[config.mk]
export PLATFORM = sky130hd
export DESIGN_NAME = ascii_decimal_line_parser_unit
export DESIGN_NICKNAME = d
export VERILOG_FILES = /design/src/sv/adlp_pkg.sv /design/src/sv/ascii_decimal_line_parser_unit.sv
export SDC_FILE = /design/constraint.sdc
export NUM_CORES = 1
export LEC_CHECK = 0
export ABC_AREA = 1
export BUFFER_PORTS_ARGS = -buffer_cell sky130_fd_sc_hd__buf_4
export CAP_MARGIN = 20
export CORE_UTILIZATION = 55
export CTS_CLUSTER_SIZE = 20
export DETAILED_ROUTE_END_ITERATION = 8
export GPL_TIMING_DRIVEN = 0
export HOLD_SLACK_MARGIN = 0.02
export PLACE_DENSITY = 0.74
export SYNTH_ARGS = -nofsm -noshare
export SYNTH_HDL_FRONTEND = slang
export SYNTH_SLANG_ARGS = --single-unit
export TNS_END_PERCENT = 1
[constraint.sdc]
create_clock -name clk -period 3.9 [get_ports clk]
set_input_delay 0.195 -clock clk [delete_from_list [all_inputs] [get_ports clk]]
set_output_delay 0.195 -clock clk [all_outputs]
set_load 0.05 [all_outputs]
[src/sv/adlp_pkg.sv]
// ----------------------------------------------------------------------------
// adlp_pkg
// Shared constants and types for the ASCII decimal line parser.
// ----------------------------------------------------------------------------
package adlp_pkg;

  // longest line is LINE_MAX-1 held bytes
  localparam int LINE_MAX = 16;
  localparam int CNT_W    = $clog2(LINE_MAX);
  localparam logic [CNT_W-1:0] HELD_MAX = CNT_W'(LINE_MAX - 1);

  localparam int POS_W = 16;
  localparam int LEN_W = 4;

  // item opcodes
  localparam logic OP_BYTE = 1'b0;
  localparam logic OP_POLL = 1'b1;

  // characters of interest
  localparam logic [7:0] CHAR_LF    = 8'h0A;
  localparam logic [7:0] CHAR_CR    = 8'h0D;
  localparam logic [7:0] CHAR_SPACE = 8'h20;
  localparam logic [7:0] CHAR_TAB   = 8'h09;
  localparam logic [7:0] CHAR_VT    = 8'h0B;
  localparam logic [7:0] CHAR_FF    = 8'h0C;
  localparam logic [7:0] CHAR_PLUS  = 8'h2B;
  localparam logic [7:0] CHAR_MINUS = 8'h2D;
  localparam logic [7:0] CHAR_0     = 8'h30;
  localparam logic [7:0] CHAR_9     = 8'h39;

  typedef enum logic [1:0] {
    PH_SPACE  = 2'd0,
    PH_DIGITS = 2'd1,
    PH_DONE   = 2'd2
  } phase_t;

  typedef struct packed {
    logic signed [POS_W-1:0] position;
    logic                    ready_res;
    logic [LEN_W-1:0]        line_length;
  } result_t;

endpackage

[src/sv/ascii_decimal_line_parser_unit.sv]
// ----------------------------------------------------------------------------
// ascii_decimal_line_parser_unit
// Parses received bytes into signed 16-bit positions, one line at a time.
// ----------------------------------------------------------------------------
// Takes one item per clock while item_stall is low and returns exactly one
// registered result beat per accepted item. A byte item advances the running
// parse (whitespace skip, optional sign, decimal digits modulo 2^16) in a single
// pass of logic; LF or CR ends a non-empty line, latches the position and
// sets ready. A poll item reports ready as it was and clears it. The result
// side has an output register plus one skid entry, so input keeps flowing
// for one beat after the result side stalls; item_stall rises only when both
// entries are full.
module ascii_decimal_line_parser_unit (
  input  logic                              clk,
  input  logic                              rst,
  input  logic                              item_valid,
  output logic                              item_stall,
  input  logic                              op,
  input  logic [7:0]                        rx_byte,
  output logic                              result_valid,
  input  logic                              result_stall,
  output logic signed [adlp_pkg::POS_W-1:0] position,
  output logic                              ready_res,
  output logic [adlp_pkg::LEN_W-1:0]        line_length
);

  logic [adlp_pkg::CNT_W-1:0] held_count, held_count_next;
  adlp_pkg::phase_t           phase, phase_next;
  logic                       negative, negative_next;
  logic [adlp_pkg::POS_W-1:0] accumulator, accumulator_next;
  logic [adlp_pkg::POS_W-1:0] latched_value, latched_value_next;
  logic                       new_flag, new_flag_next;

  adlp_pkg::result_t result_new, out_reg, skid_reg;
  logic              skid_valid;

  logic       accept, take_out;
  logic       is_eol, is_blank, is_digit;
  logic [7:0] digit_diff;
  logic [adlp_pkg::POS_W-1:0] digit_val, acc_times_ten;
  logic [adlp_pkg::CNT_W+adlp_pkg::LEN_W-1:0] len_ext;

  assign item_stall = skid_valid;
  assign accept     = item_valid && !item_stall;
  assign take_out   = result_valid && !result_stall;

  assign is_eol   = (rx_byte == adlp_pkg::CHAR_LF) || (rx_byte == adlp_pkg::CHAR_CR);
  assign is_blank = (rx_byte == adlp_pkg::CHAR_SPACE) || (rx_byte == adlp_pkg::CHAR_TAB) ||
                    (rx_byte == adlp_pkg::CHAR_VT) || (rx_byte == adlp_pkg::CHAR_FF);
  assign is_digit = (rx_byte >= adlp_pkg::CHAR_0) && (rx_byte <= adlp_pkg::CHAR_9);

  assign digit_diff    = rx_byte - adlp_pkg::CHAR_0;
  assign digit_val     = {12'h000, digit_diff[3:0]};
  // acc * 10 as two shifts and an add, wrapping at 16 bits
  assign acc_times_ten = {accumulator[12:0], 3'b000} + {accumulator[14:0], 1'b0};

  always_comb begin
    held_count_next    = held_count;
    phase_next         = phase;
    negative_next      = negative;
    accumulator_next   = accumulator;
    latched_value_next = latched_value;
    new_flag_next      = new_flag;
    result_new.ready_res = new_flag;

    if (op == adlp_pkg::OP_POLL) begin
      result_new.ready_res = new_flag;
      new_flag_next        = 1'b0;
    end else begin
      if (is_eol) begin
        if (held_count != '0) begin
          latched_value_next = negative ? (16'h0000 - accumulator) : accumulator;
          new_flag_next      = 1'b1;
          held_count_next    = '0;
          phase_next         = adlp_pkg::PH_SPACE;
          negative_next      = 1'b0;
          accumulator_next   = '0;
        end
      end else if (held_count < adlp_pkg::HELD_MAX) begin
        held_count_next = held_count + adlp_pkg::CNT_W'(1);
        case (phase)
          adlp_pkg::PH_SPACE: begin
            if (!is_blank) begin
              if (rx_byte == adlp_pkg::CHAR_PLUS) begin
                phase_next = adlp_pkg::PH_DIGITS;
              end else if (rx_byte == adlp_pkg::CHAR_MINUS) begin
                negative_next = 1'b1;
                phase_next    = adlp_pkg::PH_DIGITS;
              end else if (is_digit) begin
                accumulator_next = digit_val;
                phase_next       = adlp_pkg::PH_DIGITS;
              end else begin
                phase_next = adlp_pkg::PH_DONE;
              end
            end
          end
          adlp_pkg::PH_DIGITS: begin
            if (is_digit) begin
              accumulator_next = acc_times_ten + digit_val;
            end else begin
              phase_next = adlp_pkg::PH_DONE;
            end
          end
          default: begin
            phase_next = phase;
          end
        endcase
      end else begin
        // overlong line: drop the byte and the held line
        held_count_next  = '0;
        phase_next       = adlp_pkg::PH_SPACE;
        negative_next    = 1'b0;
        accumulator_next = '0;
      end
      result_new.ready_res = new_flag_next;
    end

    len_ext                = {{adlp_pkg::LEN_W{1'b0}}, held_count_next};
    result_new.position    = latched_value_next;
    result_new.line_length = len_ext[adlp_pkg::LEN_W-1:0];
  end

  always_ff @(posedge clk) begin
    if (rst) begin
      held_count    <= '0;
      phase         <= adlp_pkg::PH_SPACE;
      negative      <= 1'b0;
      accumulator   <= '0;
      latched_value <= '0;
      new_flag      <= 1'b0;
    end else if (accept) begin
      held_count    <= held_count_next;
      phase         <= phase_next;
      negative      <= negative_next;
      accumulator   <= accumulator_next;
      latched_value <= latched_value_next;
      new_flag      <= new_flag_next;
    end
  end

  // output register with one skid entry behind it
  always_ff @(posedge clk) begin
    if (rst) begin
      result_valid <= 1'b0;
      skid_valid   <= 1'b0;
    end else if (!result_valid || take_out) begin
      if (skid_valid) begin
        out_reg      <= skid_reg;
        result_valid <= 1'b1;
        skid_valid   <= 1'b0;
      end else if (accept) begin
        out_reg      <= result_new;
        result_valid <= 1'b1;
      end else begin
        result_valid <= 1'b0;
      end
    end else if (accept) begin
      skid_reg   <= result_new;
      skid_valid <= 1'b1;
    end
  end

  assign position    = out_reg.position;
  assign ready_res   = out_reg.ready_res;
  assign line_length = out_reg.line_length;

endmodule

==> results of run 1 <==
## per-stage QoR
stage,hold slack (ps),worst slack [ps],instances
finish,101,1410,926
CTS,95.0,1420,926
global placement,453,1230,910
global route,109,1250,926
floorplan,333,1440,746
detailed placement,460,1440,910
## worst max path at each step
stage,cells after the start,slack (ps),end,start
CTS,13,1420,accumulator[14],accumulator[0]
finish,13,1410,accumulator[14],accumulator[0]
detailed placement,13,1440,accumulator[14],accumulator[2]
global placement,4,1230,skid_reg[16],item_stall
global route,13,1250,accumulator[10],accumulator[0]
floorplan,3,1440,line_length[0],item_stall
## layer usage
| layer | track usage [%] | up-vias | wire length [um] |
|---|---|---|---|
| met5 | 0 | - | 0 |
| met4 | 8.58 | 0 | 291 |
| met3 | 4.04 | 27 | 512 |
| met2 | 44.2 | 124 | 5610 |
| met1 | 30.8 | 2069 | 5170 |
| li1 | - | 2453 | - |
## Yosys cell counts (all sizes together) (3+ instances only)
master | instances | area share [%]
clkbuf | 11 | 0.78
nand3 | 43 | 4.3
nand4 | 3 | 0.36
dfxtp | 42 | 16
o21ai | 44 | 4.6
ha | 29 | 6.9
or2 | 9 | 1.1
a31oi | 3 | 0.36
edfxtp | 42 | 24
inv | 96 | 6.9
xnor2 | 4 | 0.66
a21oi | 28 | 2.7
buf | 9 | 1.2
nand2 | 249 | 18
nor2 | 110 | 8.1
nor3 | 5 | 0.69
xor2 | 10 | 1.7
## critical path, delay by kind of cell, from the launching register on
family | cells | cell delay, ps
flops | 1 | 330
simple gates | 9 | 730
buf+inv | 2 | 320
fa+ha+maj | 2 | 1020
## report_power, final
part | switching, mW | leakage (nW) | internal, mW
combinational | 0.175 | 2.23 | 0.0806
sequential | 0.0166 | 0.739 | 0.965
clock | 0.338 | 0.0994 | 0.261
total | 0.530 | 3.07 | 1.31
## layout make-up
class,instances,area [um^2],area share [%]
Tap cell,129,161,2.73
Timing Repair Buffer,35,263,4.45
Clock buffer,10,138,2.33
Clock inverter,6,55.1,0.933
Inverter,96,363,6.15
Sequential cell,84,2100,35.6
Multi-Input combinational cell,546,2720,46.0
Buffer,20,106,1.80
## logic make-up (layout without fill, tap and decap cells)
logic type,count (synthesis),in the layout,synth area share [%]
flops,84,84,39.8
fa+ha+maj,31,31,7.63
buf+inv,116,167,8.88
xor+xnor,14,14,2.32
compound gates,78,78,8.03
simple gates,423,423,33.3
==> impl_metrics.tcl, run 1 <==
set metrics [dict create \
    outcome "finished, final reports clean" \
    worst_setup_path_end_kind "flip-flop" \
    dpl_cell_area_mm2 0.00571 \
    diodes 0 \
    die-area_mm2 0.0100 \
    wirelength_um 11600 \
    grt_start_max_net_pins 22 \
    period_minus_slack_ps 2490 \
    avgSynthCellArea_um2 7.08 \
    start_kind "flip-flop" \
    path_common_cell "nand3_1" \
    cts_buffer_depth 2 \
    fmax_mhz 402 \
    criticalPathCategory "flip-flop to flip-flop" \
    ys_async_sr_fraction_pct 0 \
    synth.net_count 790 \
    path_clk_slew_ps 90 \
    r2r_cells 13 \
    drc_errors 0 \
    grt_antenna_before_repair 0 \
    max_slew_margin_pct 35.2 \
    flow.area_growth_from_synthesis_pct 11.8 \
    utilization_pct 63.6 \
    required_ps 4160 \
    track_usage_pct 24.9 \
    p_per_area_mw_per_mm2 311 \
    whs_path_depth 3 \
    yosysUniqueCellTypes 36 \
    setup_tns_ps 0 \
    h-tree-depth 3 \
    num_vias 4673 \
    worstHoldStart "result_stall" \
    cts-resized-gates 0 \
    r2r_setup_slack_ps 1410 \
    cts_inserted_buffers 9 \
    fp.coreArea_mm2 0.00928 \
    syn_area_mm2 0.00528 \
    cp_cell_sequence "inv_1, fa_1, fa_1, inv_1, nand3_1, nand3_1, nand3_1, nand3_1, nand2_1, nand2_1, nor2_1, nor2_1, nor2_1" \
    viasPerCell 5.05 \
    synth-seq-cells 84 \
    reg2reg_from "accumulator[0]" \
    synth-edff-count 42 \
    final_common_cell "nand2_1" \
    synth_ff_type "edfxtp_1" \
    dp_hpwl_um 9050 \
    grt_pass1_vias 4338 \
    fin_area_mm2 0.00590 \
    critical-path-slowest-cell "fa_1" \
    fin_skew_ps 12.8 \
    seq_area_frac_synth_pct 39.8 \
    drt_iter0_drc 257 \
    finalSetupViolCount 0 \
    leakagePower_nw 3.07 \
    ios 36 \
    crit_fanout 5 \
    drive_above_1_share_pct 11.5 \
    power.total_mw 1.84 \
    rows 35 \
    io_buffers 35 \
    maxCapViolations 0 \
    cpPeakStageDelay_ps 510 \
    n_fill_cell 869 \
    clk-insertion-delay-late_ps 360 \
    gp_congestion 0.864 \
    yosysWarnings 0 \
    grt_pass1_wl_um 19900 \
    cts_tree "yes" \
    initial_utilization_pct 56.9 \
    layout_common_cells "nand2_1 (242), nor2_1 (104), inv_1 (93)" \
    r2r_end "accumulator[14]" \
    largest_reg_flops 21 \
    post_cts_buffers 0 \
    crit_arrival_ps 2750 \
    root_buffer "clkbuf_8" \
    finalHoldViolations 0 \
    nNetsFinal 836 \
    hold_path_class "input port to flip-flop" \
    postRouteAntennaNets 0 \
    routedWlPerCell_um 12.5 \
    min_to "item_stall" \
    rsz0062_at_grt "false" \
    die_width_um 100 \
    die_y_um 100 \
    peakVddDrop_mv 0.178 \
    drv_slew 0 \
    fin_crit_sh_pct 63.8 \
    grt_overflow 0 \
    cts_sinks 84 \
    hold_buffers 0 \
    first_pass_iters 5 \
    tightest_slew_ps 971 \
    postSynthCellCount 746 \
]
(Power assumes the default switching activity.)
==> inputs of run 2 (changes only) <==
- ABC_AREA: 1 -> 0
- clock period: 3.9 -> 2.6 ns (I/O delays scaled with it)
==> run 2 against run 1 <==
  * The flow now finishes with violations (setup timing)
  * Die area fell by 11%
  * Synthesized cell count fell by 37%
  * Global-route usage fell by 0.80 points
  * Critical endpoint is now position[15]
==> impl_metrics.tcl, run 2 <==
set metrics [dict create \
    outcome "finished, violations left" \
    failed_checks "setup timing" \
    die-area_mm2 0.00887 \
    synth.top_cells.by_area "edfxtp_1 (27%), dfxtp_1 (18%), ha_1 (7.8%), mux2_2 (7.7%), nand2_1 (4.0%)" \
    postRouteAntennaNets 0 \
    grt_start_max_net_pins 22 \
    drv_slew 0 \
    drive_above_1_share_pct 26.8 \
    start_kind "flip-flop" \
    grt_overflow 0 \
    synth_top_area_share_pct 27.0 \
    cts_buffer_depth 2 \
    dp_hpwl_um 7260 \
    nNetsFinal 573 \
    grt_pass1_vias 3411 \
    peakVddDrop_mv 0.207 \
    cts_sinks 84 \
    yosysWarnings 0 \
    rows 33 \
    required_ps 2730 \
    io_buffers 33 \
    yosysMostFrequentCell "nand2_1" \
    drt_iter0_drc 137 \
    fin_crit_sh_pct 101 \
    seqCellArea_mm2 0.00212 \
    viasPerCell 5.82 \
    synth.net_count 516 \
    max_slew_margin_pct 48.7 \
    flow.area_growth_from_synthesis_pct 19.4 \
    crit_arrival_ps 2760 \
    worst_setup_path_end_kind "flip-flop" \
    seq_area_frac_synth_pct 45.0 \
    ys_async_sr_fraction_pct 0 \
    initial_utilization_pct 56.9 \
    path_clk_slew_ps 90 \
    first_pass_iters 4 \
    power.total_mw 2.53 \
    fin_skew_ps 8.46 \
    synth_ff_type "edfxtp_1" \
    drc_errors 0 \
    root_buffer "clkbuf_8" \
    cts_inserted_buffers 9 \
    clk-insertion-delay-late_ps 360 \
    criticalPathCategory "flip-flop to flip-flop" \
    grt_pass1_wl_um 16500 \
    critPathBufInv 1 \
    diodes 0 \
    crit_fanout 4 \
    tightest_slew_ps 765 \
    setup_slack_ps -34.7 \
    fmax_mhz 380 \
    synth_common_cells "nand2_1 (50), dfxtp_1 (42), edfxtp_1 (42)" \
    routedWlPerCell_um 15.8 \
    n_fill_cell 656 \
    wirelength_um 10100 \
    grt_antenna_before_repair 0 \
    rsz0062_at_grt "true" \
    avgSynthCellArea_um2 9.91 \
    cts_tree "yes" \
    track_usage_pct 24.1 \
    synth_area_leader_cell "edfxtp_1" \
    pre_cts_ws_ps -318 \
    p_per_area_mw_per_mm2 453 \
    die_y_um 94.2 \
    r2r_setup_slack_ps -30 \
    hold_path_class "input port to flip-flop" \
    maxCapViolations 0 \
    leakagePower_nw 2.22 \
    cpPeakStageDelay_ps 520 \
    layout_common_cells "nand2_1 (49), buf_4 (44), edfxtp_1 (42)" \
    multi_input_area_mm2 0.00265 \
    period_minus_slack_ps 2630 \
    cp_top_family "simple AND/OR/NAND/NOR gates" \
    die_width_um 94.2 \
    cp_cell_sequence "or4_4, buf_6, or4_4, o31ai_4, xnor2_1, mux2_2, mux2_2" \
    finalHoldViolations 0 \
    final_common_cell "nand2_1" \
    yosysUniqueCellTypes 51 \
    hold_buffers 0 \
    finalSetupViolCount 2 \
    fp.coreArea_mm2 0.00822 \
    num_vias 3721 \
    postSynthCellCount 472 \
    h-tree-depth 3 \
    synth-seq-cells 84 \
    synth-edff-count 42 \
    ios 36 \
    largest_reg_flops 21 \
    gp_congestion 0.871 \
    critical-path-slowest-cell "or4_4" \
    syn_area_mm2 0.00468 \
]
## run 2: cell count changes after synthesis, sizes merged, moves of 6 or more
| cell | delta |
|---|---|
| nor3 | +6 |
| o21ai | -21 |
| nand2b | +8 |
| o31ai | +8 |
| mux2 | +32 |
| nor2b | +6 |
| a211oi | +10 |
| clkbuf | +7 |
| xnor2 | +13 |
| nand2 | -199 |
| inv | -83 |
| nor2 | -69 |
| nand3 | -31 |
## run 2: worst min-delay path, cell delays in order
cell and delay (ps):
buf_4 130, nand3_1 70, a21oi_1 60
## run 2: area by class of cell
| cell class | count | area share (%) |
|---|---|---|
| multi-input combinational | 353 | 47.4 |
| sequential | 84 | 37.9 |
| timing repair buffer | 46 | 6.39 |
| tap | 105 | 2.35 |
| clock buffer | 9 | 2.22 |
| buffer | 22 | 1.84 |
| clock inverter | 7 | 1.03 |
| inverter | 13 | 0.874 |
## run 2: power breakdown
group          internal [mW]  switching (mW)  leakage [nW]
sequential              1.41          0.0129         0.752
clock                  0.364           0.514        0.0906
combinational         0.0779           0.155          1.38
## run 2: logic make-up after synthesis
logic type	after synthesis	synth area share (%)
compound gates	107	14.7
xor+xnor	26	4.87
fa+ha+maj	31	8.62
buf+inv	35	2.92
flops	84	45.0
mux	33	7.92
simple gates	156	16.0
## run 2: per-layer routing
metal | vias to the layer above | global-route usage [%] | share of wire (%)
met1 | 1775 | 32.5 | 46
met2 | 96 | 39.5 | 48
met5 | - | 0 | 0
met3 | 15 | 3.96 | 4.1
li1 | 1835 | - | -
met4 | 0 | 7.44 | 1.4
## run 2: per-stage QoR
stage	cells	setup TNS (ps)	hold WS (ps)	cell area [um^2]	utilization, %
final	639	-57.8	67.5	5580	68.0
after global routing	639	-227	88.8	5580	68.0
after global placement	610	-12830	438	5060	61.6
after detailed placement	611	-7330	445	5080	61.9
after CTS	637	-333	55.3	5460	66.4
after floorplan	472	-1520	282	4690	-
## run 2: path summary, 6_finish.rpt
| kind | start | cells after the start | to |
|---|---|---|---|
| max | accumulator[3] | 7 | position[15] |
| min reg2reg | latched_value[1] | 2 | latched_value[1] |
| min | rx_byte[0] | 3 | accumulator[0] |
| max reg2reg | accumulator[3] | 7 | position[15] |
## run 2: timing repair
item | in CTS | in global routing
pin swaps | 12 | 9
endpoints found under the setup margin | 49 | 35
hold endpoints to repair | 0 | 0
buffers inserted | 10 | 1
resized for setup | 34 | 24
gates cloned | 0 | 0
